<file path="src/hdl/itpi_pkg.sv">
// Shared types and constants of the interval timer port interface.
package itpi_pkg;

	localparam int NUM_CHANNELS = 3;
	localparam int CH_W = (NUM_CHANNELS > 1) ? $clog2(NUM_CHANNELS) : 1;

	localparam int QUO_W = 21;
	localparam int DIV_W = 17;
	localparam int CNT_W = $clog2(QUO_W + 1);

	localparam logic [QUO_W-1:0] PIT_CLOCK_HZ = 21'd1193182;
	localparam logic [DIV_W-1:0] FULL_COUNT   = 17'h10000;
	localparam logic [15:0]      COUNT_STEP   = 16'd10;
	localparam logic [QUO_W-1:0] PERIOD_RESET = 21'd54925;

	localparam logic       CMD_READ    = 1'b0;
	localparam logic       CMD_WRITE   = 1'b1;
	localparam logic [1:0] PORT_MODE   = 2'd3;

	localparam logic [1:0] MODE_LATCH  = 2'd0;
	localparam logic [1:0] MODE_LOW    = 2'd1;
	localparam logic [1:0] MODE_HIGH   = 2'd2;
	localparam logic [1:0] MODE_TOGGLE = 2'd3;

	typedef enum logic [1:0] {
		ST_IDLE,
		ST_DIV,
		ST_RESP
	} state_t;

	typedef struct packed {
		logic             start;
		logic [DIV_W-1:0] divisor;
	} div_req_t;

	typedef struct packed {
		logic             done;
		logic [QUO_W-1:0] quotient;
	} div_rsp_t;

endpackage

</file>
<file path="src/hdl/itpi_div.sv">
// Bit-serial restoring divider of the timer clock by a channel count.
module itpi_div (
	input  logic                clk,
	input  logic                arst_n,
	input  itpi_pkg::div_req_t  req,
	output itpi_pkg::div_rsp_t  rsp
);

	logic                        active_q;
	logic                        done_q;
	logic [itpi_pkg::CNT_W-1:0]  cnt_q;
	logic [itpi_pkg::DIV_W-1:0]  div_q;
	logic [itpi_pkg::DIV_W-1:0]  rem_q;
	logic [itpi_pkg::QUO_W-1:0]  quo_q;

	logic [itpi_pkg::DIV_W:0]    shifted;
	logic [itpi_pkg::DIV_W:0]    diff;
	logic                        ge;

	// bring down the next dividend bit and trial-subtract
	always_comb begin
		shifted = {rem_q, quo_q[itpi_pkg::QUO_W-1]};
		diff    = shifted - {1'b0, div_q};
		ge      = shifted >= {1'b0, div_q};
	end

	always_ff @(posedge clk or negedge arst_n) begin
		if (!arst_n) begin
			active_q <= 1'b0;
			done_q   <= 1'b0;
			cnt_q    <= '0;
		end else begin
			done_q <= 1'b0;
			if (req.start) begin
				active_q <= 1'b1;
				cnt_q    <= itpi_pkg::CNT_W'(itpi_pkg::QUO_W);
			end else if (active_q) begin
				cnt_q <= cnt_q - 1'b1;
				if (cnt_q == itpi_pkg::CNT_W'(1)) begin
					active_q <= 1'b0;
					done_q   <= 1'b1;
				end
			end
		end
	end

	always_ff @(posedge clk) begin
		if (req.start) begin
			div_q <= req.divisor;
			rem_q <= '0;
			quo_q <= itpi_pkg::PIT_CLOCK_HZ;
		end else if (active_q) begin
			rem_q <= ge ? diff[itpi_pkg::DIV_W-1:0] : shifted[itpi_pkg::DIV_W-1:0];
			quo_q <= {quo_q[itpi_pkg::QUO_W-2:0], ge};
		end
	end

	assign rsp.done     = done_q;
	assign rsp.quotient = quo_q;

endmodule

</file>
<file path="src/hdl/interval_timer_port_interface.sv">
// Top level of the interval timer port interface.
// A data write to channel 0 runs the divider and strobes done once it has
// finished; busy stays high until the cycle after done.
// Every other access strobes done in the cycle after acceptance.
// The 21-step bit-serial divider sets the rate of channel 0 data writes. The receiver cannot stall.
// Reset clears all channel state, speaker off, timer period 54925.
module interval_timer_port_interface (
	input  logic        clk,
	input  logic        arst_n,
	input  logic        start,
	output logic        busy,
	input  logic        command,
	input  logic [1:0]  port,
	input  logic [7:0]  write_data,
	input  logic        speaker_gate,
	output logic        done,
	output logic [7:0]  read_data,
	output logic        speaker_enabled,
	output logic [20:0] tick_period
);

	localparam int NCH = itpi_pkg::NUM_CHANNELS;

	itpi_pkg::state_t state_q, state_d;

	logic [1:0]  mode_q   [NCH];
	logic        toggle_q [NCH];
	logic [15:0] reload_q [NCH];
	logic [15:0] count_q  [NCH];
	logic        speaker_q;
	logic [20:0] period_q;
	logic [7:0]  rdata_q;

	itpi_pkg::div_req_t div_req;
	itpi_pkg::div_rsp_t div_rsp;

	logic                      accept;
	logic                      data_port;
	logic                      mode_ok;
	logic [itpi_pkg::CH_W-1:0] ch;
	logic [itpi_pkg::CH_W-1:0] mch;
	logic [1:0]                mode;
	logic                      tog;
	logic                      wr_low;
	logic                      rd_low;
	logic [15:0]               new_reload;
	logic [15:0]               base_cnt;
	logic [15:0]               dec_cnt;
	logic                      launch;

	always_comb begin
		accept     = start && !busy;
		data_port  = 3'(port) < 3'(NCH);
		mode_ok    = 3'(write_data[7:6]) < 3'(NCH);
		ch         = port[itpi_pkg::CH_W-1:0];
		mch        = write_data[itpi_pkg::CH_W+5:6];
		mode       = mode_q[ch];
		tog        = toggle_q[ch];
		wr_low     = (mode == itpi_pkg::MODE_LOW) || (mode == itpi_pkg::MODE_TOGGLE && !tog);
		rd_low     = (mode == itpi_pkg::MODE_LATCH) || wr_low;
		new_reload = wr_low ? {reload_q[ch][15:8], write_data}
		                    : {write_data, reload_q[ch][7:0]};
		// reload first when the count has run below one step
		base_cnt   = (count_q[ch] < itpi_pkg::COUNT_STEP) ? reload_q[ch] : count_q[ch];
		dec_cnt    = base_cnt - itpi_pkg::COUNT_STEP;
		launch     = accept && command == itpi_pkg::CMD_WRITE && port != itpi_pkg::PORT_MODE
		             && data_port && ch == itpi_pkg::CH_W'(0);
	end

	always_comb begin
		div_req.start   = launch;
		div_req.divisor = (new_reload == 16'd0) ? itpi_pkg::FULL_COUNT : {1'b0, new_reload};
	end

	itpi_div u_div (
		.clk    (clk),
		.arst_n (arst_n),
		.req    (div_req),
		.rsp    (div_rsp)
	);

	always_comb begin
		state_d = state_q;
		unique case (state_q)
			itpi_pkg::ST_IDLE: begin
				if (accept) state_d = launch ? itpi_pkg::ST_DIV : itpi_pkg::ST_RESP;
			end
			itpi_pkg::ST_DIV: begin
				if (div_rsp.done) state_d = itpi_pkg::ST_RESP;
			end
			itpi_pkg::ST_RESP: state_d = itpi_pkg::ST_IDLE;
			default:           state_d = itpi_pkg::ST_IDLE;
		endcase
	end

	always_comb begin
		busy = 1'b1;
		done = 1'b0;
		unique case (state_q)
			itpi_pkg::ST_IDLE: busy = 1'b0;
			itpi_pkg::ST_DIV:  busy = 1'b1;
			itpi_pkg::ST_RESP: done = 1'b1;
			default:           busy = 1'b1;
		endcase
	end

	always_ff @(posedge clk or negedge arst_n) begin
		if (!arst_n) begin
			state_q   <= itpi_pkg::ST_IDLE;
			speaker_q <= 1'b0;
			period_q  <= itpi_pkg::PERIOD_RESET;
			for (int i = 0; i < NCH; i++) begin
				mode_q[i]   <= itpi_pkg::MODE_LATCH;
				toggle_q[i] <= 1'b0;
				reload_q[i] <= '0;
				count_q[i]  <= '0;
			end
		end else begin
			state_q <= state_d;
			if (state_q == itpi_pkg::ST_DIV && div_rsp.done) begin
				period_q <= div_rsp.quotient;
			end
			if (accept) begin
				if (command == itpi_pkg::CMD_WRITE) begin
					if (port == itpi_pkg::PORT_MODE) begin
						// drop a mode write for an absent channel
						if (mode_ok) begin
							mode_q[mch] <= write_data[5:4];
							if (write_data[5:4] == itpi_pkg::MODE_TOGGLE) toggle_q[mch] <= 1'b0;
						end
					end else if (data_port) begin
						reload_q[ch] <= new_reload;
						speaker_q    <= (new_reload != 16'd0) && speaker_gate;
						if (mode == itpi_pkg::MODE_TOGGLE) toggle_q[ch] <= !tog;
					end
				end else if (port != itpi_pkg::PORT_MODE && data_port) begin
					if (mode == itpi_pkg::MODE_LATCH || mode == itpi_pkg::MODE_TOGGLE) begin
						toggle_q[ch] <= !tog;
					end
					if (rd_low) count_q[ch] <= dec_cnt;
				end
			end
		end
	end

	always_ff @(posedge clk) begin
		if (accept) begin
			rdata_q <= 8'd0;
			if (command == itpi_pkg::CMD_READ && port != itpi_pkg::PORT_MODE && data_port) begin
				rdata_q <= rd_low ? dec_cnt[7:0] : count_q[ch][15:8];
			end
		end
	end

	assign read_data       = rdata_q;
	assign speaker_enabled = speaker_q;
	assign tick_period     = period_q;

endmodule
</file>
<file path="config.mk">
export PLATFORM = sky130hd
export DESIGN_NAME = interval_timer_port_interface
export DESIGN_NICKNAME = d
export VERILOG_FILES = /design/src/hdl/itpi_pkg.sv /design/src/hdl/itpi_div.sv /design/src/hdl/interval_timer_port_interface.sv
export SDC_FILE = /design/constraint.sdc
export NUM_CORES = 1
export LEC_CHECK = 0
export BUFFER_PORTS_ARGS = -buffer_cell sky130_fd_sc_hd__buf_2
export CORE_ASPECT_RATIO = 0.75
export CORE_UTILIZATION = 25
export DETAILED_ROUTE_END_ITERATION = 16
export GPL_TIMING_DRIVEN = 1
export SYNTH_ARGS = -nofsm -noshare
export SYNTH_HDL_FRONTEND = slang
export SYNTH_SLANG_ARGS = --single-unit
</file>
<file path="constraint.sdc">
create_clock -name clk -period 9.4 [get_ports clk]
set_input_delay 0.47 -clock clk [delete_from_list [all_inputs] [get_ports clk]]
set_output_delay 0.47 -clock clk [all_outputs]
set_load 0.005 [all_outputs]
</file>
# ---- Word level (Yosys, flattened, before mapping)
# Cells that the tools add are included.
dict set report classes {
  n_addsub 3
  n_lt_le_gt_ge 8
  n_eq_ne 14
  muxes 51
  bitwise 6
  n_reduce_logical 30
}
# operator count
set ops {}
lappend ops {{$mux 16} 7}
lappend ops {{$bwmux 48} 2}
lappend ops {{$bmux 16 s2} 2}
lappend ops {{$mux 17} 2}
lappend ops {{$demux 16 s2} 1}
lappend ops {{$mux 3} 8}
lappend ops {{$ge 18x17->1} 1}
lappend ops {{$sub 17x17->17} 1}
lappend ops {{$logic_not 16->1} 1}
lappend ops {{$lt 16x4->1 const B} 1}
lappend ops {{$reduce_bool 16->1} 1}
lappend ops {{$sub 16x4->16 const B} 1}
lappend ops {{$logic_and 1x1->1} 13}
lappend ops {{$mux 1} 12}
lappend ops {{$mux 2} 6}
lappend ops {{$reduce_and 4->1} 3}
lappend ops {{$mux 5} 2}
lappend ops {{$eq 2x2->1 const B} 4}
lappend ops {{$mux 8} 1}
lappend ops {{$reduce_and 7->1} 1}
lappend ops {{$bwmux 6} 1}
lappend ops {{$ge 3x3->1 const B} 2}
lappend ops {{$logic_not 2->1} 3}
lappend ops {{$lt 3x1->1 const B} 2}
lappend ops {{other kinds (23)} 34}
dict set report word_totals {
  regBits 199
  output_inout_bits 32
  elab_cells 135
}

# ---- Logic depth before layout (Yosys ltp)
dict set report logic_depth {
  ltp_word 11
  depth_mapped 20
}

# ---- Hierarchy
# From an unflattened synthesis, not the netlist that was laid out.
dict set report hier_totals {
  hier_cells 1083
  area_unflattened_um2 10582.6
}
# mod instances cells_per_inst area_per_inst_um2
set by_module_without_submodules {}
lappend by_module_without_submodules {interval_timer_port_interface 1 726 7144.4}
lappend by_module_without_submodules {itpi_div 1 357 3438.3}

# ---- Least setup slack after synthesis
# No wires, ideal clock.
dict set report synth_timing {
  path_type {in2reg}
  start {input port port[1]}
  end {register speaker_q (netlist: speaker_enabled)}
  setup_time_ns 0.131
  arrival_time_ns 4.155
  t_required_ns 9.269
  setup_slack_ns 5.114
  stages 19
  n_path_buf 7
  path_cell_list {buf_6 nor2b_1 buf_2 buf_4 clkbuf_1 clkbuf_1 nand2_1 o21a_1 inv_1 ha_1 o221ai_1 nand2b_1 clkbuf_1 buf_1 mux2i_1 inv_1 or4_1 nor3_1 o21ai_0}
}
dict set report synth_between {
  elab_chain_cells 10
}
# element line_no
set synth_rtl {}
lappend synth_rtl {{start: declaration} interval_timer_port_interface.sv:13} ;# input logic [1:0] port,
lappend synth_rtl {{$not 2->3 (not written as such)} -}
lappend synth_rtl {{$bmux 2 s2 or $bmux 1 s2 (tied branches)} {interval_timer_port_interface.sv:57, interval_timer_port_interface.sv:58}}
lappend synth_rtl {{$mux 2 (not written as such) or $mux 1 (tied branches) (2 in a row)} {interval_timer_port_interface.sv:57, interval_timer_port_interface.sv:58}}
lappend synth_rtl {{$eq 2x2->1 or $logic_not 1->1 (tied branches)} interval_timer_port_interface.sv:59} ;# wr_low = (mode == itpi_pkg::MODE_LOW) || (mode == itpi_pkg::MODE_TOGGLE && !tog);
lappend synth_rtl {{$logic_and 1x1->1} interval_timer_port_interface.sv:59}
lappend synth_rtl {{$logic_or 1x1->1} interval_timer_port_interface.sv:59}
lappend synth_rtl {{$mux 16} interval_timer_port_interface.sv:61} ;# new_reload = wr_low ? {reload_q[ch][15:8], write_data}
lappend synth_rtl {{$reduce_bool 16->1} interval_timer_port_interface.sv:133} ;# speaker_q <= (new_reload != 16'd0) && speaker_gate;
lappend synth_rtl {{$logic_and 1x1->1} interval_timer_port_interface.sv:133}
lappend synth_rtl {{end signal: assignment} interval_timer_port_interface.sv:133}
lappend synth_rtl {{end: declaration} interval_timer_port_interface.sv:30} ;# logic speaker_q;
# Several ways; a longest one is shown, not always the timed one. The select of a mux whose other input is x is not followed.
# A chain may end at the register's enable or synchronous reset.

# ---- Final worst setup path
dict set report layout_timing {
  start {input port port[1]}
  end {register count_q[31] in the netlist's numbering}
}
dict set report layout_between {
  elab_chain_cells 9
}
# element line_no
set layout_rtl {}
lappend layout_rtl {{branches (longest 9 deep; another with $lt 16x4->1)} -}
lappend layout_rtl {{end signal: indexed assignment} interval_timer_port_interface.sv:140} ;# if (rd_low) count_q[ch] <= dec_cnt;
lappend layout_rtl {{end: declaration} interval_timer_port_interface.sv:29} ;# logic [15:0] count_q [NCH];
# Parallel ways; which one is timed is not known. The select of a mux whose other input is x is not followed.

==> qor.yml <==
routed_wl_um: 25800
synthToLayoutAreaGrowth_pct: 12.0
synthArstFlopShare_pct: 68.3
startpoint_type: "input pin"
grt_first_pass_wirelength_um: 42100
yosysMostFrequentCell: "nand2_1"
htreeDepth: 4
met3_usage_pct: 1.65
worstSkewPairLatency_ps: 440
synth_top_area_share_pct: 31.0
tritoncts: "yes"
ios: 47
drive_gt1_share_pct: 13.2
crit_path_end_kind: "flop"
relSlewSlack_pct: 21.4
drc_errors: 0
grt_max_degree: 73
cp.arrival_ps: 5710
post_cts_buffers: 0
ys_ff_latch: 199
die_x_um: 236
finalNonFillerCells: 1613
skew_ps: 15.4
ctsRootBufferMaster: "clkbuf_16"
ys_top_cells_by_area: "dfrtp_1, mux2i_1, dfxtp_1"
ys_top_cells_by_count: "nand2_1, o21ai_0, dfrtp_1, mux2i_1, nor2_1"
finalCriticalPeriod_ps: 5340
ff2ff_path_depth: 14
status: "completed"
crit_type: "in2reg"
rsz0062_at_grt: "false"
timing.rr.start: "count_q[9]"
cp_top_family: "simple AND/OR/NAND/NOR gates"
leakagePower_nw: 5.21
drtAntennaViolNets: 0
drtIter0Drc: 464
grt-busiest-layer: "met2"
yosys_warnings: 0
synth_cell_type_count: 68
firstDrtPassIters: 5
required_ps: 9770
core_um2: 40000
dp_hpwl_um: 18400
path_cells: "buf_2 -> buf_4 -> nor2b_4 -> buf_4 -> o2bb2ai_1 -> nand4b_1 -> or4_1 -> nor2_1 -> nor2_1 -> inv_1 -> ha_1 -> nor2b_1 -> o31ai_1 -> o311ai_1 -> or3b_1 -> or4_1 -> nand3_1"
pwr_density_cell_nw_per_um2: 305
synth_flop_cell: "dfrtp_1"
numCtsBuffers: 17
setup_tns_ps: 0
start_util_pct: 25.6
num-nets-final: 1119
max_freq_ghz: 0.187
yosys.area.top_type: "dfrtp_1"
crit_path_max_incr_delay_ps: 820
hold_path.class: "in2async"
seq_area_frac_synth_pct: 48.1
worstMarginPinSlew_ps: 1180
slew_violations: 0
postCtsResizedCells: 0
wl_per_cell_um: 16.0
grt_overflow_total: 0
rows: 63
die_height_um: 177
vias_per_cell: 4.79
grt_pass1_vias: 7554
fill_cells: 4134
synth_nets: 1108
die-area_um2: 41800
antenna_found_initial: 2
syn_inst: 1069
dp.cells: 1581
crit_buf_inv: 4
gr-usage-all-layers_pct: 12.6
setup-violations-final: 0
reg2reg_slack_ps: 4870
fin_crit_sh_pct: 56.8
clock_path_buffers: 2
slowest_stage: "or4_1"
finalWeightedCongestion: 0.893
drv_cap: 0
finalHoldViolations: 0
grt_util_met2_pct: 19.2
clk_pin_slew_ps: 70
cts_hold_buf: 0
power.ir.vdd_worst_mv: 0.148
n_antenna_cell: 0
cts_sinks: 199
cp_max_fo: 26
use_met1_pct: 18.6
synth_edf_count: 25
vias: 7734
synth_area_um2: 10200
port_buffers: 46
syn_area_per_cell_um2: 9.58
regToRegEndpoint: "count_q[31]"
==> cells by family after synthesis <==
family | share of synthesized area [%]
xor+xnor | 1.80
buf+inv | 4.91
flops | 48.1
mux | 11.5
fa+ha+maj | 3.01
compound gates | 16.2
simple gates | 14.6
==> registers in the layout, summed over array words and instances (netlist names), 3 cells and up <==
| signal | cells |
|---|---|
| count_q | 48 |
| mode_q | 6 |
| read_data | 8 |
| reload_q | 48 |
| tick_period | 21 |
| toggle_q | 3 |
| u_div.cnt_q | 5 |
| u_div.div_q | 17 |
| u_div.quo_q | 21 |
| u_div.rem_q | 17 |
==> power breakdown <==
| part | switching, mW | total, mW | internal (mW) |
|---|---|---|---|
| clock | 0.339 | 0.714 | 0.375 |
| sequential | 0.205 | 1.39 | 1.18 |
| combinational | 0.829 | 1.40 | 0.570 |
==> metrics by stage <==
step	power (mW)	hold slack [ps]	worst slack, ps	utilization, %	cell area (um2)
floorplan	2.38	174	5110	-	10200
global placement	2.76	452	3680	27.3	10900
detailed placement	2.79	458	3660	27.3	10900
CTS	3.52	22.0	4100	28.7	11500
global route	3.77	46.7	3700	28.7	11500
finish	3.50	11.6	4060	28.7	11500
==> layout by cell type, fill, tap and decap left out, types with 5 or more instances in the layout <==
cell type  count
nand2_1      166
o21ai_0      144
dfrtp_1      126
mux2i_1       80
nor2_1        59
inv_1         52
buf_2         45
a21oi_1       42
dfxtp_1       38
mux2_2        32
edfxtp_1      25
ha_1          23
clkbuf_16     18
nand3_1       17
o2bb2ai_1     16
nor3_1        12
xnor2_1       11
or4_1         10
xor2_1        10
a211oi_1      10
buf_4          9
dfstp_2        9
a2bb2oi_1      8
a31oi_1        8
nand4_1        7
nor2b_1        7
a21o_1         7
nand2b_1       6
or3_1          6
or2_2          5
a21boi_0       5
o31ai_1        5
==> layer usage <==
metal | wire, um | part of all wire, %
met1 | 13200 | 51
met4 | 437 | 1.7
met5 | 0 | 0
met3 | 870 | 3.4
met2 | 11300 | 44
==> worst max-delay path by stage <==
stage                     startpoint  slack [ps]               to  depth (start not counted)
after floorplan              port[1]        5110  speaker_enabled                         19
after global placement       port[1]        3680      count_q[31]                         17
after detailed placement     port[1]        3660      count_q[31]                         17
after CTS                    port[1]        4100      count_q[31]                         17
after global routing         port[1]        3700      count_q[31]                         17
final                        port[1]        4060      count_q[31]                         17
==> layout make-up <==
cell class | count | area [um2] | share of cell area [%]
Tap cell | 520 | 651 | 5.67
Inverter | 52 | 195 | 1.70
Clock buffer | 22 | 485 | 4.23
Timing Repair Buffer | 55 | 304 | 2.65
Sequential cell | 199 | 4930 | 42.9
Multi-Input combinational cell | 755 | 4830 | 42.1
Clock inverter | 10 | 86.3 | 0.752
Power figures use the tool's default switching activity.
